$ cat src/hdl/pale_pkg.sv
// Shared types and codes for the positional array list engine.
// Used by the controller, the datapath and the top level; no dependencies.
package pale_pkg;

  typedef enum logic [2:0] {
    OP_INSERT = 3'd0,
    OP_DELETE = 3'd1,
    OP_GET    = 3'd2,
    OP_LOCATE = 3'd3,
    OP_CLEAR  = 3'd4
  } op_e_t;

  // Controller to datapath commands
  typedef struct packed {
    logic load;    // latch the input word
    logic eval;    // check range, set up the walk
    logic step;    // issue one store read, advance the walk index
    logic commit;  // apply the list update
  } ctl_cmd_t;

  // Datapath to controller status
  typedef struct packed {
    logic need_walk;
    logic at_last;
    logic hit;
  } dp_stat_t;

endpackage

$ cat src/hdl/pale_ctrl.sv
// Controller state machine for the positional array list engine.
// Depends on pale_pkg; drives pale_dpath through ctl_cmd_t.
module pale_ctrl import pale_pkg::*; (
  input  logic     clk,
  input  logic     rst,
  input  logic     start,
  input  dp_stat_t stat,
  output ctl_cmd_t cmd,
  output logic     busy,
  output logic     done
);

  typedef enum logic [5:0] {
    S_IDLE   = 6'b000001,
    S_DECODE = 6'b000010,
    S_WALK   = 6'b000100,
    S_DRAIN  = 6'b001000,
    S_COMMIT = 6'b010000,
    S_DONE   = 6'b100000
  } state_t;

  state_t state, state_next;

  always_ff @(posedge clk) begin
    if (rst) begin
      state <= S_IDLE;
    end else begin
      state <= state_next;
    end
  end

  always_comb begin
    state_next = state;
    cmd        = '0;
    case (state)
      S_IDLE: begin
        if (start) begin
          cmd.load   = 1'b1;
          state_next = S_DECODE;
        end
      end
      S_DECODE: begin
        cmd.eval   = 1'b1;
        state_next = stat.need_walk ? S_WALK : S_COMMIT;
      end
      S_WALK: begin
        // stop early once locate has its first match
        if (stat.hit) begin
          state_next = S_DRAIN;
        end else begin
          cmd.step = 1'b1;
          if (stat.at_last) begin
            state_next = S_DRAIN;
          end
        end
      end
      S_DRAIN: begin
        state_next = S_COMMIT;
      end
      S_COMMIT: begin
        cmd.commit = 1'b1;
        state_next = S_DONE;
      end
      S_DONE: begin
        if (start) begin
          cmd.load   = 1'b1;
          state_next = S_DECODE;
        end else begin
          state_next = S_IDLE;
        end
      end
      default: begin
        state_next = S_IDLE;
      end
    endcase
  end

  assign busy = !((state == S_IDLE) || (state == S_DONE));
  assign done = (state == S_DONE);

endmodule

$ cat src/hdl/pale_dpath.sv
// Datapath for the positional array list engine: element store, length,
// walk index and result registers. Depends on pale_pkg; driven by pale_ctrl.
module pale_dpath import pale_pkg::*; #(
  parameter int CAPACITY      = 128,
  parameter int ELEMENT_WIDTH = 32
) (
  input  logic               clk,
  input  logic               rst,
  input  ctl_cmd_t           cmd,
  output dp_stat_t           stat,
  input  logic [2:0]         operation,
  input  logic [7:0]         position,
  input  logic signed [31:0] value,
  output logic               error,
  output logic signed [31:0] element_out,
  output logic [7:0]         found_position,
  output logic [7:0]         list_length,
  output logic               list_empty
);

  localparam int AW   = $clog2(CAPACITY);
  localparam int CW   = $clog2(CAPACITY + 1);
  localparam int CMPW = (CW + 1 > 8) ? CW + 1 : 8;
  localparam int EW   = ELEMENT_WIDTH;

  logic [EW-1:0] mem [CAPACITY];

  logic [2:0]           op_q;
  logic [7:0]           pos_q;
  logic [EW-1:0]        val_q;
  logic [CW-1:0]        count;
  logic [AW-1:0]        idx;
  logic [AW-1:0]        last_q;
  logic                 down_q;
  logic                 rd_v;
  logic [AW-1:0]        rd_idx;
  logic [EW-1:0]        rdata;
  logic signed [EW-1:0] elem_q;
  logic [CW-1:0]        found_q;
  logic                 err_q;

  logic [CMPW-1:0] pos_w, n_w, pos_m1, n_m1;
  logic            err_c, need_c, down_c;
  logic [AW-1:0]   start_c, last_c;
  logic            we;
  logic [AW-1:0]   waddr;
  logic [EW-1:0]   wdata;

  assign pos_w  = CMPW'(pos_q);
  assign n_w    = CMPW'(count);
  assign pos_m1 = pos_w - CMPW'(1);
  assign n_m1   = n_w - CMPW'(1);

  // range check and walk bounds
  always_comb begin
    err_c   = 1'b0;
    need_c  = 1'b0;
    down_c  = 1'b0;
    start_c = pos_m1[AW-1:0];
    last_c  = n_m1[AW-1:0];
    case (op_q)
      OP_INSERT: begin
        err_c   = (pos_w == '0) || (pos_w > n_w + CMPW'(1)) ||
                  (n_w >= CMPW'(CAPACITY));
        need_c  = !err_c && (pos_w <= n_w);
        down_c  = 1'b1;
        start_c = n_m1[AW-1:0];
        last_c  = pos_m1[AW-1:0];
      end
      OP_DELETE: begin
        err_c  = (pos_w == '0) || (pos_w > n_w);
        need_c = !err_c;
      end
      OP_GET: begin
        err_c  = (pos_w == '0) || (pos_w > n_w);
        need_c = !err_c;
        last_c = pos_m1[AW-1:0];
      end
      OP_LOCATE: begin
        need_c  = (count != '0);
        start_c = '0;
      end
      OP_CLEAR: begin
        need_c = 1'b0;
      end
      default: begin
        err_c = 1'b1;
      end
    endcase
  end

  assign stat.need_walk = need_c;
  assign stat.at_last   = (idx == last_q);
  assign stat.hit       = (found_q != '0);

  // store write port: shifted entries while walking, new element at commit
  always_comb begin
    we    = 1'b0;
    waddr = rd_idx;
    wdata = rdata;
    if (rd_v && (op_q == OP_INSERT)) begin
      we    = 1'b1;
      waddr = rd_idx + AW'(1);
    end else if (rd_v && (op_q == OP_DELETE) && (rd_idx != pos_m1[AW-1:0])) begin
      we    = 1'b1;
      waddr = rd_idx - AW'(1);
    end else if (cmd.commit && !err_q && (op_q == OP_INSERT)) begin
      we    = 1'b1;
      waddr = pos_m1[AW-1:0];
      wdata = val_q;
    end
  end

  always_ff @(posedge clk) begin
    if (we) begin
      mem[waddr] <= wdata;
    end
    rdata  <= mem[idx];
    rd_idx <= idx;
  end

  always_ff @(posedge clk) begin
    if (rst) begin
      count <= '0;
      rd_v  <= 1'b0;
    end else begin
      rd_v <= cmd.step;
      if (cmd.commit && !err_q) begin
        case (op_q)
          OP_INSERT: count <= count + CW'(1);
          OP_DELETE: count <= count - CW'(1);
          OP_CLEAR:  count <= '0;
          default:   count <= count;
        endcase
      end
    end
  end

  always_ff @(posedge clk) begin
    if (cmd.load) begin
      op_q    <= operation;
      pos_q   <= position;
      val_q   <= EW'(value);
      elem_q  <= '0;
      found_q <= '0;
    end
    if (cmd.eval) begin
      err_q  <= err_c;
      idx    <= start_c;
      last_q <= last_c;
      down_q <= down_c;
    end
    if (cmd.step) begin
      idx <= down_q ? idx - AW'(1) : idx + AW'(1);
    end
    if (rd_v) begin
      case (op_q)
        OP_DELETE: begin
          if (rd_idx == pos_m1[AW-1:0]) begin
            elem_q <= rdata;
          end
        end
        OP_GET: begin
          elem_q <= rdata;
        end
        OP_LOCATE: begin
          // keep only the first match
          if ((found_q == '0) && (rdata == val_q)) begin
            found_q <= CW'(rd_idx) + CW'(1);
          end
        end
        default: begin
        end
      endcase
    end
  end

  assign error          = err_q;
  assign element_out    = 32'(elem_q);
  assign found_position = 8'(found_q);
  assign list_length    = 8'(count);
  assign list_empty     = (count == '0);

endmodule

$ cat src/hdl/positional_array_list_engine_unit.sv
// Positional array list engine. A word passes through the decode, commit and done states;
// words with a store walk (all but clear, refused words, insert at the tail and locate on
// an empty list) also pass through the walk and drain states: get reads one entry, insert
// and delete read count - position + 1 entries, locate reads until its first match or the end.
// The engine takes no new word while busy; the next word is taken in the result cycle.
// Synchronous active-high reset empties the list; store contents stay unset.
module positional_array_list_engine_unit import pale_pkg::*; #(
  parameter int CAPACITY      = 128,
  parameter int ELEMENT_WIDTH = 32
) (
  input  logic               clk,
  input  logic               rst,
  input  logic               start,
  output logic               busy,
  output logic               done,
  input  logic [2:0]         operation,
  input  logic [7:0]         position,
  input  logic signed [31:0] value,
  output logic               error,
  output logic signed [31:0] element_out,
  output logic [7:0]         found_position,
  output logic [7:0]         list_length,
  output logic               list_empty
);

  ctl_cmd_t cmd;
  dp_stat_t stat;

  pale_ctrl u_ctrl (
    .clk   (clk),
    .rst   (rst),
    .start (start),
    .stat  (stat),
    .cmd   (cmd),
    .busy  (busy),
    .done  (done)
  );

  pale_dpath #(
    .CAPACITY      (CAPACITY),
    .ELEMENT_WIDTH (ELEMENT_WIDTH)
  ) u_dpath (
    .clk            (clk),
    .rst            (rst),
    .cmd            (cmd),
    .stat           (stat),
    .operation      (operation),
    .position       (position),
    .value          (value),
    .error          (error),
    .element_out    (element_out),
    .found_position (found_position),
    .list_length    (list_length),
    .list_empty     (list_empty)
  );

endmodule

$ cat config.mk
export PLATFORM = sky130hd
export DESIGN_NAME = positional_array_list_engine_unit
export DESIGN_NICKNAME = d
export VERILOG_FILES = /design/src/hdl/pale_pkg.sv /design/src/hdl/pale_ctrl.sv /design/src/hdl/pale_dpath.sv /design/src/hdl/positional_array_list_engine_unit.sv
export SDC_FILE = /design/constraint.sdc
export NUM_CORES = 2
export LEC_CHECK = 0
export ABC_CLOCK_PERIOD_IN_PS = 12300
export BUFFER_PORTS_ARGS = -buffer_cell sky130_fd_sc_hd__clkbuf_2
export CORE_UTILIZATION = 45
export DETAILED_ROUTE_END_ITERATION = 16
export GPL_TIMING_DRIVEN = 0
export PLACE_DENSITY_LB_ADDON = 0.25
export SKIP_CTS_REPAIR_TIMING = 1
export SYNTH_ARGS = -nofsm -noshare
export SYNTH_HDL_FRONTEND = slang
export SYNTH_HIERARCHICAL = 1
export SYNTH_SLANG_ARGS = --single-unit
$ cat constraint.sdc
create_clock -name clk -period 12.3 [get_ports clk]
set_input_delay 1.845 -clock clk [delete_from_list [all_inputs] [get_ports clk]]
set_output_delay 1.845 -clock clk [all_outputs]
set_load 0.1 [all_outputs]
After elaboration in Yosys (flattened, before gate mapping):

Memory sizes are Yosys's and may differ from the RTL's. A register that Yosys moved wholly into a read port is not among the register bits.
Cells that the tools add are included.

* $add $sub $neg: 10
* magnitude comparators: 4
* eq/ne operators: 16
* muxes and demuxes: 40
* reductions and logical operators: 29

Operators by type and width (count)
* $mux 32: 6
* $pmux 32 s2: 1
* $mux 7: 7
* $pmux 6 s6: 1
* $eq 32x32->1: 1
* $mux 8: 4
* $sub 7x1->7 const B: 4
* $pmux 8 s3: 1
* $mux 6: 3
* $logic_not 8->1: 2
* $reduce_bool 8->1: 2
* $add 7x1->7 const B: 2
* $eq 7x7->1: 2
* $pmux 7 s2: 1
* $mux 1: 12
* $add 8x1->9 const B: 1
* $gt 8x9->1: 1
* $logic_not 9->1: 1
* $add 7x1->8 const B: 1
* $add 8x1->8 const B: 1
* $ge 8x8->1 const B: 1
* $gt 8x8->1: 1
* $le 8x8->1: 1
* $reduce_or 2->1: 4
* 23 further kinds: 38

* register bits after elaboration: 121
* memory bits (writable): 4096
* logic and storage cells: 113
* memories: 1

Memory list
* u_dpath.mem: words 128, width 32, read ports 1, clocked after memory_dff 1, wr ports 1, line pale_dpath.sv:26 `logic [EW-1:0] mem [CAPACITY];`

Depth between registers and ports, before layout:

* depth in word-level cells: 9
* depth in mapped cells: 17
* mapped depth without buffers: 15

By module:

The synthesis kept the hierarchy.

Modules (own cells, without submodules)
* pale_dpath: instances 1, cells each 6671, area each 163300.4 um^2, sequential area each 126531.4 um^2
* pale_ctrl: instances 1, cells each 46, area each 411.6 um^2, sequential area each 120.1 um^2

Least setup slack after synthesis:

Ideal clock, no wire load.

* path type: register -> register
* start point: register u_dpath.pos_q[0]
* end point: memory u_dpath/mem[74][0] (netlist name), enable pin
* setup time: 0.502 ns
* arrival time: 6.022 ns
* data required time: 11.798 ns
* slack: 5.776 ns
* cell stages (with the launch flop): 14
* buffers on the path: 3
* clock period less this slack: 6.524 ns
* path through: edfxtp_1 -> buf_2 -> inv_1 -> ha_1 -> or4b_1 -> or3_1 -> clkbuf_1 -> nor2_1 -> nor4_2 -> a21oi_2 -> a221o_1 -> nand3_2 -> clkbuf_1 -> nor4_1

* word-level cells in the longest chain between the ends: 7
* elaborated cells on any way between the ends: 10
* classes of those cells: add/sub: 1; eq/ne: 1; mux: 7; reduce/logical: 1

Ends and longest elaborated chain
* from (decl): line pale_dpath.sv:29 `logic [7:0] pos_q;`
* from (signal assigned): line pale_dpath.sv:142 `pos_q <= position;`
* $sub 7x1->7 (*): line pale_dpath.sv:51 `assign pos_m1 = pos_w - CMPW'(1);`
* $ne 7x7->1: line pale_dpath.sv:104 `end else if (rd_v && (op_q == OP_DELETE) && (rd_idx != pos_m1[AW-1:0])) begin`
* $logic_and 1x1->1: line pale_dpath.sv:104
* $mux 1: line pale_dpath.sv:104
* $mux 1: line pale_dpath.sv:101 `if (rd_v && (op_q == OP_INSERT)) begin`
* $mux 1: line pale_dpath.sv:115 `if (we) begin`
* $mux 1 (implied by the code): line pale_dpath.sv:116 `mem[waddr] <= wdata;`
* to (decl): line pale_dpath.sv:26

Mark *: on every way between the ends. The rest lies on a longest branch, timed or not.

Final worst setup path:

* start point: register u_dpath.pos_q[0]
* end point: memory u_dpath/mem[45][8] (netlist name), enable pin

Same word-level chain as after synthesis.

==> key figures <==
Run status
  • Status: complete, but fails checks
  • Failing checks: max-capacitance violations, max-slew violations

Flow run
  • Max Cap Viol: 2

Floorplanning
  • Num rows: 221
  • Initial core utilization: between 40 and 50%
  • Die Span Y: 605 um
  • Total core area: ~360000 um^2
  • Ports: 98
  • Die X: 605 um
  • Die area: between 300000 and 400000 um^2

Yosys
  • Top cells by area, synth: edfxtp_1 76%, mux4_2 18%, dfxtp_1 1.1%
  • Async set or reset register ratio after synthesis: 0%
  • Post-Synth XOR/XNOR Area: 0.465%
  • Most numerous cell in the Yosys netlist: edfxtp_1
  • Post-synth top area share: between 70% and 80%
  • Unique masters post-synth: 73
  • Sequential-to-total area share from yosys stat: 77.4%
  • Number of enable flip-flop cells after synthesis: between 4000 and 5000
  • Top cells by count, synth: 4155 x edfxtp_1, 1344 x mux4_2, 248 x clkbuf_1, 116 x nor3_1, 104 x buf_1
  • Largest family of logic cells by synthesized area: multiplexers
  • Syn Std Cell Area: 164000 um^2
  • Synth area leader: edfxtp_1
  • Post-synthesis adder-cell area fraction: less than 1%
  • Synth Area in Simple Gates: roughly 1.1%
  • Mean post-synth cell area: approximately 24 um^2
  • YS warnings: 6
  • Post-Synthesis Cells: 6717
  • Synthesized flop and latch total: roughly 4200
  • Multiplexer share of the synthesized area: approximately a fifth
  • Synth Area in Compound Gates: less than 1%
  • Ys flop type: edfxtp_1
  • Syn_nets: about 6800

Timing
  • Fin Setup TNS: 0 ns
  • Slew HR: -12.6%
  • RSZ-0062 raised after global routing: false
  • Tcrit/Tclk final: between 50% and 60%
  • Max Slew Vio Count: 13
  • Setup Viol. Count Final: 0
  • Final Hold Fails: 0
  • Highest Clock Rate: 141 MHz
  • Layout Skew: approximately 0.07 ns
  • Final Critical Period: approximately 7 ns
  • Fin Hold WS: around 0.45 ns
  • Least-Margin Pin Slew: 1.67 ns

Setup path
  • Worst R2R Path Depth: 16
  • Slowest CP cell: o221ai_1
  • Critical path peak fanout: 11
  • Crit-path cells: buf_2 -> inv_1 -> ha_1 -> nor3b_1 -> xnor2_1 -> xnor2_1 -> nor4_2 -> a31oi_1 -> o221ai_1 -> nand3_1 -> clkbuf_2 -> nor3_2 -> buf_6 -> buf_8 -> buf_6 -> buf_6
  • Crit path arrival time: a little under 8 ns
  • CP Data Required Time: about 13 ns
  • CP endpoint kind: flip-flop
  • Reg2reg setup slack: roughly 5.2 ns
  • Crit path from: u_dpath/pos_q[0]
  • Worst path buffer plus inverter count: 7
  • RR Startpoint: u_dpath/pos_q[0]
  • Most used cell, CP: buf_6
  • Worst path max stage delay: 1.12 ns
  • Setup CP Type: flip-flop to flip-flop
  • Startpoint Class: flip-flop
  • Worst r2r dst: u_dpath/mem[45][8]
  • Delay-heaviest family, CP: buffers and inverters

Min path
  • Hold path depth: 0
  • Hold path startpoint: u_dpath/idx[5]
  • Hold Path Sink: u_dpath/rd_idx[5]
  • Hold Path Class: flip-flop to flip-flop

Route
  • Routed len/inst: around 36 um
  • DR iter-0 viols: roughly 12000
  • Total wire length: 470000 um
  • Vias per std cell: between 6 and 7
  • Via count: 79721
  • # DRC: 0
  • Routed Antenna Nets: 0
  • Drt pass-1 iters: 6

Clocking
  • CTS Sinks: between 4000 and 5000
  • CTS tree: built
  • Worst-case clock buffer depth: 4
  • Clk_lat worst skew: around 0.99 ns
  • CTS root buf: clkbuf_16
  • CTS Buf Count: 426
  • Reg clk slew, reported paths: 0.06 ns
  • Htree depth: 5

GRT
  • Total GRT Usage: 25.7%
  • Number of global-route vias before repair: ~80000
  • Antenna violations before repair: 63
  • Largest net degree at the start of global routing: about 130
  • GRT overflow: 0
  • First-pass GRT wire length: around 640000 um

Placement
  • HPWL Detailed: between 300000 and 400000 um
  • Port bufs: a little under 100
  • Placer Congestion: 0.945
  • Post-placement cell area: 177000 um^2
  • Placed cells: between 10000 and 15000

Final layout
  • Layout area overhead: 17.0%
  • Nets: between 7000 and 8000
  • Non-Filler Instances: 13010
  • Finished Cell Area: ~190000 um^2
  • Final core utilization: between 50 and 60%
  • Layout cells sized above 1: roughly 36%

Power
  • Pwr dens: between 150 and 200 nW/um^2
  • Leak: 60.0 nW
  • Peak supply drop: approximately 0.00012 V
[where the power goes]
group	internal, mW	switching, mW
Clock	7.42	5.55
Combinational	0.386	0.962
Sequential	16.1	0.0502
[worst max-delay path by stage]
stage	depth (start not counted)	to	slack, ns
2_1_floorplan	13	u_dpath/mem[74][0]	5.78
6_report	16	u_dpath/mem[45][8]	5.23
3_5_place_dp	16	u_dpath/mem[99][20]	5.73
3_3_place_gp	11	u_dpath/mem[87][13]	0.47
5_1_grt	15	u_dpath/mem[43][4]	5.32
4_1_cts	16	u_dpath/mem[99][14]	5.62
[worst reg2reg max path, stage by stage, from the launching register on]
cell	delay, ns
edfxtp_1	0.32
buf_2	0.35
inv_1	0.20
ha_1	0.28
nor3b_1	0.16
xnor2_1	0.72
xnor2_1	0.20
nor4_2	0.47
a31oi_1	0.25
o221ai_1	1.12
nand3_1	0.48
clkbuf_2	0.62
nor3_2	0.79
buf_6	0.29
buf_8	0.19
buf_6	0.20
buf_6	0.16
[cell usage in the layout (no fill, tap or decap), drive strengths merged, types with 13 or more instances in the layout]
master and count:
a32oi 24, o21ai 13, xor2 19, edfxtp 4155, clkbuf 881, buf 669, mux2 74, o32ai 25
bufinv 41, clkinv 189, mux4 1344, nand3 24, dfxtp 94, nor2b 15, inv 70, nor4 39
xnor2 68, clkinvlp 14, a21oi 27, nor2 47, nand2 30, ha 33, nor3 118, diode 69
[routing by layer]
layer	GRT usage [%]	share of wire [%]	vias to the layer above
li1	-	-	31469
met1	34.0	37	43309
met2	40.7	47	4153
met3	5.67	10	774
met4	12.2	5.5	16
met5	0	0.025	-
[final cells by class]
type                       count  area (um^2)
multi-input combinational   2034        36300
clock buffer                 533        11400
clock inverter               259         2600
buffer                       379         1530
sequential                  4249       127000
fill                       27311       171000
inverter                      55          206
tap                         4794         6000
antenna                       69          173
timing repair buffer         638         6790
[registers in the layout, summed over array words and instances (netlist names), 8 cells and up]
register / count
u_dpath/element_out: 32
u_dpath/rdata: 32
u_dpath/val_q: 32
u_dpath/list_length: 8
u_dpath/pos_q: 8
u_dpath/mem: 4096
u_dpath/found_position: 8
[cells by family after synthesis]
| kind of cell | count (synthesis) |
|---|---|
| flops | 4249 |
| fa+ha+maj | 36 |
| mux | 1427 |
| compound gates | 161 |
| simple gates | 323 |
| buf+inv | 434 |
| xor+xnor | 87 |
[through the flow]
stage / power [mW] / setup slack [ns]
final: 30.5 / 5.23
after global placement: 17.7 / 0.472
after floorplan: 17.1 / 5.78
after detailed placement: 17.8 / 5.73
after CTS: 30.6 / 5.62
after global routing: 31.2 / 5.32
Note: power is estimated with default switching activity, not from simulation.
